$ cat src/rtl/core/egsa_pkg.sv
// ----------------------------------------------------------------------------
// egsa_pkg
// Shared types and constants for the edge gradient scatter-add unit.
// ----------------------------------------------------------------------------
package egsa_pkg;

  // Configuration port
  localparam int PADDR_W = 4;
  localparam logic [1:0] REG_ROW_WIDTH        = 2'd0;
  localparam logic [1:0] REG_GRADIENT_ROWS    = 2'd1;
  localparam logic [1:0] REG_ACCUMULATOR_ROWS = 2'd2;

  localparam logic [5:0] ROW_WIDTH_RESET        = 6'd32;
  localparam logic [8:0] GRADIENT_ROWS_RESET    = 9'd256;
  localparam logic [8:0] ACCUMULATOR_ROWS_RESET = 9'd256;

  typedef enum logic [1:0] {
    ACT_LOAD  = 2'd0,
    ACT_EDGE  = 2'd1,
    ACT_READ  = 2'd2,
    ACT_CLEAR = 2'd3
  } act_t;

  typedef enum logic [2:0] {
    ST_INIT,
    ST_IDLE,
    ST_DECODE,
    ST_EDGE,
    ST_DRAIN,
    ST_EDGE_END,
    ST_READ,
    ST_CLEAR
  } state_t;

  typedef struct packed {
    logic [5:0] row_width;
    logic [8:0] gradient_rows;
    logic [8:0] accumulator_rows;
  } cfg_t;

  // Commands from the controller to the datapath
  typedef struct packed {
    logic capture;
    logic grad_write;
    logic edge_init;
    logic edge_issue;
    logic clear_init;
    logic clear_step;
    logic finish;
    logic fin_status;
    logic fin_sat;
    logic fin_read;
  } cmd_t;

  // Status from the datapath to the controller
  typedef struct packed {
    act_t action;
    logic load_ok;
    logic edge_ok;
    logic read_ok;
    logic width_zero;
    logic last_issue;
    logic clear_last;
  } stat_t;

endpackage

$ cat src/rtl/core/egsa_ctrl.sv
// ----------------------------------------------------------------------------
// egsa_ctrl
// Controller state machine: sequences loads, edges, reads and clears.
// ----------------------------------------------------------------------------
module egsa_ctrl (
  input  logic            clk,
  input  logic            rst,
  input  logic            start,
  output logic            busy,
  input  egsa_pkg::stat_t stat,
  output egsa_pkg::cmd_t  cmd
);
  import egsa_pkg::*;

  state_t state, state_next;

  always_ff @(posedge clk) begin
    if (rst) begin
      state <= ST_INIT;
    end else begin
      state <= state_next;
    end
  end

  always_comb begin
    state_next = state;
    cmd        = '0;
    busy       = (state != ST_IDLE);
    case (state)
      ST_INIT: begin
        // The accumulator store is swept to zero after reset.
        cmd.clear_step = 1'b1;
        if (stat.clear_last) state_next = ST_IDLE;
      end
      ST_IDLE: begin
        if (start) begin
          cmd.capture = 1'b1;
          state_next  = ST_DECODE;
        end
      end
      ST_DECODE: begin
        case (stat.action)
          ACT_LOAD: begin
            cmd.grad_write = stat.load_ok;
            cmd.finish     = 1'b1;
            cmd.fin_status = !stat.load_ok;
            state_next     = ST_IDLE;
          end
          ACT_EDGE: begin
            if (!stat.edge_ok || stat.width_zero) begin
              cmd.finish     = 1'b1;
              cmd.fin_status = !stat.edge_ok;
              state_next     = ST_IDLE;
            end else begin
              cmd.edge_init = 1'b1;
              state_next    = ST_EDGE;
            end
          end
          ACT_READ: begin
            if (stat.read_ok) begin
              state_next = ST_READ;
            end else begin
              cmd.finish     = 1'b1;
              cmd.fin_status = 1'b1;
              state_next     = ST_IDLE;
            end
          end
          default: begin
            cmd.clear_init = 1'b1;
            state_next     = ST_CLEAR;
          end
        endcase
      end
      ST_EDGE: begin
        cmd.edge_issue = 1'b1;
        if (stat.last_issue) state_next = ST_DRAIN;
      end
      ST_DRAIN: begin
        // The last element is written back in this cycle.
        state_next = ST_EDGE_END;
      end
      ST_EDGE_END: begin
        cmd.finish  = 1'b1;
        cmd.fin_sat = 1'b1;
        state_next  = ST_IDLE;
      end
      ST_READ: begin
        cmd.finish   = 1'b1;
        cmd.fin_read = 1'b1;
        state_next   = ST_IDLE;
      end
      ST_CLEAR: begin
        cmd.clear_step = 1'b1;
        if (stat.clear_last) begin
          cmd.finish = 1'b1;
          state_next = ST_IDLE;
        end
      end
      default: begin
        state_next = ST_INIT;
      end
    endcase
  end

endmodule

$ cat config.mk
export PLATFORM = sky130hd
export DESIGN_NAME = egsa_ctrl
export DESIGN_NICKNAME = d
export VERILOG_FILES = /design/src/rtl/core/egsa_pkg.sv /design/src/rtl/core/egsa_ctrl.sv
export SDC_FILE = /design/constraint.sdc
export NUM_CORES = 1
export LEC_CHECK = 0
export ABC_AREA = 1
export BUFFER_PORTS_ARGS = -buffer_cell sky130_fd_sc_hd__buf_2
export CORE_AREA = 3 3 40 42
export DETAILED_ROUTE_END_ITERATION = 8
export DIE_AREA = 0 0 43 45
export PLACE_DENSITY = 0.64
export SYNTH_ARGS = -nofsm -noshare
export SYNTH_HDL_FRONTEND = slang
export SYNTH_SLANG_ARGS = --single-unit
$ cat constraint.sdc
create_clock -name clk -period 1.5 [get_ports clk]
set_clock_uncertainty 0.1 [all_clocks]
set_input_delay 0.075 -clock clk [delete_from_list [all_inputs] [get_ports clk]]
set_output_delay 0.075 -clock clk [all_outputs]
set_load 0.01 [all_outputs]
==> impl_metrics.ini <==
[final_layout]
diodes = 0
drive_gt1_share_pct = 43.3
reg_top3 = state x3
largest_register = state
nets = 109
final_common_cell = buf_2
utilization_pct = 44.4
areaGrowthSynthToFinish_pct = 50.5
largest_reg_flops = 3
layout_common_cells = buf_2, nand2_1, nor2_1

[clocking]
cts_buffer_depth = 2
cts_tree = yes
path_clk_slew_ns = 0.03
ctsHtreeMaxLevel = 1
worstSkewPairLatency_ns = 0.23
cts-root-buf = clkbuf_4
numCtsBuffers = 3
cts_num_sinks = 3

[pwr]
power_frac_comb_pct = 61.3
internal-power_mw = 0.435
seq_power_share_pct = 22.5
total_power_mw = 0.849
peakVddDrop_mv = 0.928
power_density_nw_per_um2 = 1490
leakage_nw = 0.319
p_switching_mw = 0.415
sw_frac_of_total_pct = 48.8
power_frac_clock_pct = 16.2

[placement]
portBuffers = 21
hpwl_microns = 794
gp_congestion = 0.834

[global_route]
grt_pass1_vias = 449
grt_max_degree = 10
met1_usage_pct = 12.3
top_usage_layer = met2
antenna_found_initial = 0
met3_usage_pct = 2.79
met2_usage_pct = 20.4
grt_use_total_pct = 11.5
grt_pass1_wl_microns = 1690
grt_overflow_total = 0

[flow_run]
maxCapViolations = 0

[synth]
synth.top_cell.area_share_pct = 15.8
synth_area_per_cell_sq_um = 5.34
netlist_area_sq_um = 379
ys_warn_count = 0
synth_cell_types = 17
synth_top_area_cell = dfxtp_1
ys_seq_elements = 3
synth_area_leaders = dfxtp_1, nand2_1, nor2_1, inv_1, nand3_2
syn_inst = 71
syn_nets = 82
yosysSeqAreaShare_pct = 15.8

[floorplan]
core_sq_um = 1280
die_width_microns = 43
die-area_sq_um = 1940
num_io_pins = 22
start_util_pct = 29.5
fp.dieH_microns = 45
rows = 13

[timing]
fmax_mhz = 728
grt_setup_unrepaired = false
worst_slew_pin_slew_ns = 0.229
relSlewSlack_pct = 84.6
final_max_slew_viol_count = 0
setup_viol = 0
hold_viol_final = 0
final.period_utilization_pct = 91.6
period_minus_slack_ns = 1.37
fin_tns_setup_ns = 0
whs_ns = 0.179

[detailed_routing]
avgRoutedWirePerCell_microns = 8.46
num_vias = 503
drt.antenna.violating_nets = 0
finalWirelength_microns = 948
drc_errors = 0
drt_iter0_drc = 9
viasPerCell = 4.49
firstDrtPassIters = 4

[setup_path]
cp.required_ns = 1.32
cp_max_fo = 6
critPathSlowestCell = dfxtp_2
path_class = flip-flop to primary output
end_kind = primary output
crit_chain = inv_2 > nor3_1 > nor3_2 > nand2_1 > buf_2
worst-r2r-setup-slack_ns = 0.29
cp.arrival_ns = 1.20
crit_path_start_kind = flip-flop
cpPeakStageDelay_ns = 0.39

[status]
status = finished clean

[worst_hold_path]
hold_class = input port to flip-flop
[per-layer routing]
layer | wire length [microns] | up-vias
met4 | 0 | 0
li1 | - | 273
met2 | 477 | 14
met1 | 396 | 216
met5 | 0 | -
met3 | 74 | 0
[cell usage after synthesis]
master   count
nor3_1       5
o31ai_1      1
nand2_2      1
o21ai_1      1
buf_2        1
inv_1       12
nand3_2      3
nor2_2       3
nand3_1      4
o21ai_0      2
inv_2        1
nor2_1      13
a21oi_1      3
nor3b_1      1
dfxtp_1      3
nor2_4       1
nand2_1     16
[stage by stage]
stage	cell area [sq um]	setup WS, ns	cells
finish	571	0.127	112
global route	571	0.000662	112
CTS	537	0.00207	111
detailed placement	498	0.153	106
global placement	498	0.176	106
floorplan	379	0.265	71
[cells by family after synthesis]
kind of cell    share of synthesized area, %
simple gates                            60.1
flops                                   15.8
buf+inv                                 14.2
compound gates                          9.90
[power groups by stage]
| stage | clock [mW] | combinational (mW) | sequential, mW |
|---|---|---|---|
| global placement | 0 | 0.485 | 0.170 |
| detailed placement | 0 | 0.487 | 0.172 |
| floorplan | 0 | 0.356 | 0.159 |
| global route | 0.156 | 0.600 | 0.199 |
| CTS | 0.147 | 0.491 | 0.176 |
| finish | 0.138 | 0.521 | 0.191 |
[final cells by class]
type	count	area (sq um)
Clock buffer	4	26.3
Tap cell	15	18.8
Timing Repair Buffer	23	123
Multi-Input combinational cell	54	288
Sequential cell	3	66.3
Inverter	13	48.8
Fill cell	143	714
[worst paths after layout]
check	startpoint	end	cells after the start
worst max-delay path	state[2]	cmd[3]	5
worst min-delay path	stat[0]	state[2]	6
worst max register to register	state[2]	state[1]	8
worst min register to register	state[2]	state[2]	2
[critical path: cells and delay by family (launching register included)]
| family | cells | cell delay [ns] |
|---|---|---|
| simple gates | 3 | 0.37 |
| buf+inv | 2 | 0.21 |
| flops | 1 | 0.39 |
[what timing repair did]
| item | 4_1_cts | 5_1_grt |
|---|---|---|
| buffers inserted | 0 | 1 |
| resized for setup | 2 | 8 |
| endpoints found under the setup margin | 5 | 6 |
| hold buffers | 1 | 0 |
| pin swaps | 0 | 0 |
| hold endpoints to repair | 1 | 0 |
(Power assumes the default switching activity.)
