--- src/rtl/core/egsa_pkg.sv ---
// ----------------------------------------------------------------------------
// egsa_pkg
// Shared types and constants for the edge gradient scatter-add unit.
// ----------------------------------------------------------------------------
package egsa_pkg;

  // Configuration port
  localparam int PADDR_W = 4;
  localparam logic [1:0] REG_ROW_WIDTH        = 2'd0;
  localparam logic [1:0] REG_GRADIENT_ROWS    = 2'd1;
  localparam logic [1:0] REG_ACCUMULATOR_ROWS = 2'd2;

  localparam logic [5:0] ROW_WIDTH_RESET        = 6'd32;
  localparam logic [8:0] GRADIENT_ROWS_RESET    = 9'd256;
  localparam logic [8:0] ACCUMULATOR_ROWS_RESET = 9'd256;

  typedef enum logic [1:0] {
    ACT_LOAD  = 2'd0,
    ACT_EDGE  = 2'd1,
    ACT_READ  = 2'd2,
    ACT_CLEAR = 2'd3
  } act_t;

  typedef enum logic [2:0] {
    ST_INIT,
    ST_IDLE,
    ST_DECODE,
    ST_EDGE,
    ST_DRAIN,
    ST_EDGE_END,
    ST_READ,
    ST_CLEAR
  } state_t;

  typedef struct packed {
    logic [5:0] row_width;
    logic [8:0] gradient_rows;
    logic [8:0] accumulator_rows;
  } cfg_t;

  // Commands from the controller to the datapath
  typedef struct packed {
    logic capture;
    logic grad_write;
    logic edge_init;
    logic edge_issue;
    logic clear_init;
    logic clear_step;
    logic finish;
    logic fin_status;
    logic fin_sat;
    logic fin_read;
  } cmd_t;

  // Status from the datapath to the controller
  typedef struct packed {
    act_t action;
    logic load_ok;
    logic edge_ok;
    logic read_ok;
    logic width_zero;
    logic last_issue;
    logic clear_last;
  } stat_t;

endpackage

--- src/rtl/core/egsa_regs.sv ---
// ----------------------------------------------------------------------------
// egsa_regs
// Configuration registers behind the APB-style port.
// ----------------------------------------------------------------------------
module egsa_regs (
  input  logic                        clk,
  input  logic                        rst,
  input  logic                        psel,
  input  logic                        penable,
  input  logic                        pwrite,
  input  logic [egsa_pkg::PADDR_W-1:0] paddr,
  input  logic [31:0]                 pwdata,
  output logic [31:0]                 prdata,
  output logic                        pready,
  output egsa_pkg::cfg_t              cfg
);
  import egsa_pkg::*;

  logic wr_en;
  logic [1:0] reg_index;

  assign pready    = 1'b1;
  assign wr_en     = psel && penable && pwrite;
  assign reg_index = paddr[3:2];

  always_ff @(posedge clk) begin
    if (rst) begin
      cfg.row_width        <= ROW_WIDTH_RESET;
      cfg.gradient_rows    <= GRADIENT_ROWS_RESET;
      cfg.accumulator_rows <= ACCUMULATOR_ROWS_RESET;
    end else if (wr_en) begin
      case (reg_index)
        REG_ROW_WIDTH:        cfg.row_width        <= pwdata[5:0];
        REG_GRADIENT_ROWS:    cfg.gradient_rows    <= pwdata[8:0];
        REG_ACCUMULATOR_ROWS: cfg.accumulator_rows <= pwdata[8:0];
        default: ;
      endcase
    end
  end

  always_comb begin
    case (reg_index)
      REG_ROW_WIDTH:        prdata = {26'd0, cfg.row_width};
      REG_GRADIENT_ROWS:    prdata = {23'd0, cfg.gradient_rows};
      REG_ACCUMULATOR_ROWS: prdata = {23'd0, cfg.accumulator_rows};
      default:              prdata = 32'd0;
    endcase
  end

endmodule

--- config.mk ---
export PLATFORM = sky130hd
export DESIGN_NAME = egsa_regs
export DESIGN_NICKNAME = d
export VERILOG_FILES = /design/src/rtl/core/egsa_pkg.sv /design/src/rtl/core/egsa_regs.sv
export SDC_FILE = /design/constraint.sdc
export NUM_CORES = 1
export LEC_CHECK = 0
export ABC_AREA = 1
export BUFFER_PORTS_ARGS = -buffer_cell sky130_fd_sc_hd__buf_4
export CORE_UTILIZATION = 35
export DETAILED_ROUTE_END_ITERATION = 8
export PLACE_DENSITY = 0.76
export SYNTH_ARGS = -nofsm -noshare
export SYNTH_HDL_FRONTEND = slang
export SYNTH_SLANG_ARGS = --single-unit
--- constraint.sdc ---
create_clock -name clk -period 1.8 [get_ports clk]
set_input_delay 0.18 -clock clk [delete_from_list [all_inputs] [get_ports clk]]
set_output_delay 0.18 -clock clk [all_outputs]
set_load 0.01 [all_outputs]
==> impl_summary.md <==
Run status
The flow ran to the end, and the final reports show no timing, DRC or antenna violations.

Route
The average vias per placed instance is 4.15. The mean routed wirelength per cell is 9.83 um. The first routing iteration left 78 violations. In this run the top signal layer used is met4. In this run the remaining antenna-violating nets after routing total 0. The remaining routing DRC violations is 0.

The detailed router placed 1246 vias in this run. The met1 wire length is 1.35 mm. The final routed wirelength across all metal layers is 2.95 mm. Wire segments on met2 add up to 1.45 mm in the final route. Summed over all nets, wire length on met3 after detailed routing comes to 142 um.

The total iterations of the first detailed-routing run is 4.

Clock tree
In this run the post-CTS setup repair buffer count came out at 0. The TritonCTS clock tree is done. The total of hold buffers inserted after clock tree synthesis is 0. The clock drives 24 sinks. At the later pin of the worst-skew pair, clock insertion delay measures 0.26 ns. The master cell of the clock root buffer is clkbuf_8. The post-cts resize count is 0. No sink is reached through more buffers than the 2 on the longest clock path. The register clock-pin slew on the reported worst setup and hold paths is 0.08 ns. The maximum level of the CTS H-tree is 1. The number of clock buffers added by TritonCTS is 3.

Timing
For the pin with the worst max-slew slack, the measured transition is 0.736 ns. The number of failing hold endpoints at the final stage is 0. The clock period minus final worst setup slack is 1.22 ns. Setup repair after global routing left no endpoint under its margin. The total count of max-transition violations in the final report is 0.

The top achievable clock speed is 821 MHz. Once routing completed, OpenROAD measured the worst setup slack at 0.582 ns. The headroom to the max-slew limit is 0.509. The number of setup violations in the final report is 0. The worst clock skew on the final layout is 0 ns. Summed over all failing endpoints, the final setup total negative slack is 0 ns.

The fraction of the cycle the final worst path needs is 0.677.

Placement
The congestion estimate from routability-driven global placement came to 0.734. In this run the tool buffered the top-level ports with 48 buffer cells. Prior to clock tree synthesis, the placed netlist has a worst setup slack of 0.568 ns. After legalization and detailed placement, the total HPWL measured 2.12 mm.

Synthesis
In this run, distinct cell masters in the synthesized netlist total 15. The synthesized area divided by synthesized cell count is 6.67 um2. After technology mapping, the gate count stands at 207. Yosys mapped a number of flops with a built-in enable equal to 0. The most instantiated flip-flop cell in the synthesis netlist is dfxtp_1. Ranked by instance count, the synthesized netlist is headed by nand2_1, nor2_1, nand3_1. The share of async-settable or async-resettable flops after synthesis is 0. Among all cell types in the netlist, the one instantiated most often is nand2_1. After synthesis the cells add up to 0.00138 mm2.

The synthesized design spends more area on one cell type than any other, namely dfxtp_1. The count of state elements after synthesis is 24. Of the synthesized area, sequential elements account for 0.348. Sorting the synthesized cells by area gives the leading types as dfxtp_1, nand2_1, buf_4. The share of synthesized area in the top cell type comes to 0.348. The count of synthesis-stage warnings from yosys is 0.

Critical path
The slack of the worst reg-to-reg path is 1.18 ns. The worst reg2reg path startpoint is cfg[8]$_SDFFE_PP1P_. The count of cells along the worst register-to-register path is 2.

The endpoint arrival time on the critical path is 1.04 ns. The type of the setup path with the least slack is input pin to output port. The worst path required time is 1.62 ns. Of all nets on the critical path, the largest fanout is 17. STA classifies the critical path startpoint as an input pin. The endpoint identified for the worst register-to-register timing path is cfg[8]$_SDFFE_PP1P_. The type of element capturing the critical path is an output port.

Power and ir drop
IR analysis of the VDD net gives a maximum drop of 0.263 mV. Power spread over the standard cell area amounts to 633 mW/mm2. The reported leakage power is 0.859 nW.

Floorplan
The number of top-level pins is 98. In this run the vertical extent of the chip is 64.8 um. Row generation in the floorplan step produced 22 rows. The starting density of the core is 0.371. The region available for standard cell placement spans 0.00372 mm2.

The floorplan step defined a die boundary enclosing 0.00420 mm2. The horizontal extent of the die is 64.8 um.

Cells and area
The register bank with the most flops is cfg. The area added between synthesis and finish is 24.2%. For this run, the post-layout net count is 294. The number of antenna diodes in the final layout is 0. The sequential cell area in the final layout is 480 um2. In the final layout, the registers with the most flip-flops are cfg (24). The number of flip-flops in the largest register is 24. In the final layout, the multi-input gates occupy 698 um2. The fraction of final layout cells sized beyond drive strength 1 is 0.254. Counting the fill cells in the layout gives 417.

Global route
The overall track demand over capacity in global routing is 0.147. The initial antenna violation count is 0. Entering global routing, the biggest net connects 25 pins. The first-pass GRT wire length is 4.71 mm.

The leftover overflow at the end of global routing is 0. The via count of the first global-routing pass is 1051.

Min path
The worst hold path begins at pwdata[8]. Counting instances, the worst hold path has a depth of 3. The path class of the tightest hold or removal check is input pin to register. The sink of the worst hold path is cfg[17]$_SDFFE_PP1P_.

Job
The max capacitance violation total is 0.
-- critical path, stage by stage --
cell	delay (ns)
buf_4	0.12
inv_2	0.06
nor2_4	0.36
nand2_1	0.09
nand3_1	0.10
buf_4	0.12
-- cells in the final DEF, fill, tap and decap left out, drive strengths merged --
master / n
o21ai: 3
nand3: 31
clkbuf: 4
dfxtp: 24
buf: 50
nor2: 49
conb: 24
nand2: 55
inv: 12
-- power by group --
part / switching (W) / internal, W
clock network: 0.000159 / 0.000195
logic: 0.000112 / 0.0000687
registers: 0.00000840 / 0.000542
total: 0.000279 / 0.000806
-- through the flow --
stage	area, um2	instances	util	power [W]	hold slack (ns)
floorplan	1460	229	-	0.000716	0.306
global placement	1660	296	0.446	0.000744	0.404
detailed placement	1660	296	0.446	0.000745	0.413
CTS	1710	300	0.461	0.00110	0.139
global route	1710	300	0.461	0.00116	0.141
finish	1710	300	0.461	0.00108	0.147
-- worst max-delay path by stage --
stage	startpoint	to	slack, ns	cells after the start
2_1_floorplan	paddr[3]	prdata[4]	0.95	5
3_3_place_gp	paddr[2]	prdata[1]	0.58	6
3_5_place_dp	paddr[3]	prdata[4]	0.57	6
4_1_cts	paddr[3]	prdata[4]	0.56	6
5_1_grt	paddr[2]	prdata[1]	0.41	6
6_report	paddr[3]	prdata[4]	0.58	6
-- metal layers --
metal / vias up / global-route usage
met2: 37 / 0.254
li1: 679 / -
met3: 2 / 0.0229
met4: 0 / 0.0417
met5: - / 0
met1: 528 / 0.186
-- cell families after synthesis --
logic type,synth area share
other,0.00544
AO/OA/AOI/OAI,0.0109
AND/OR/NAND/NOR,0.430
buffers and inverters,0.206
flip-flops,0.348
-- layout make-up --
type | instances | area share
Multi-Input combinational cell | 162 | 0.407
Sequential cell | 24 | 0.280
Timing Repair Buffer | 50 | 0.219
Tap cell | 48 | 0.0350
Clock buffer | 4 | 0.0321
Inverter | 12 | 0.0263
No activity file was read; power rests on OpenSTA's default activity.
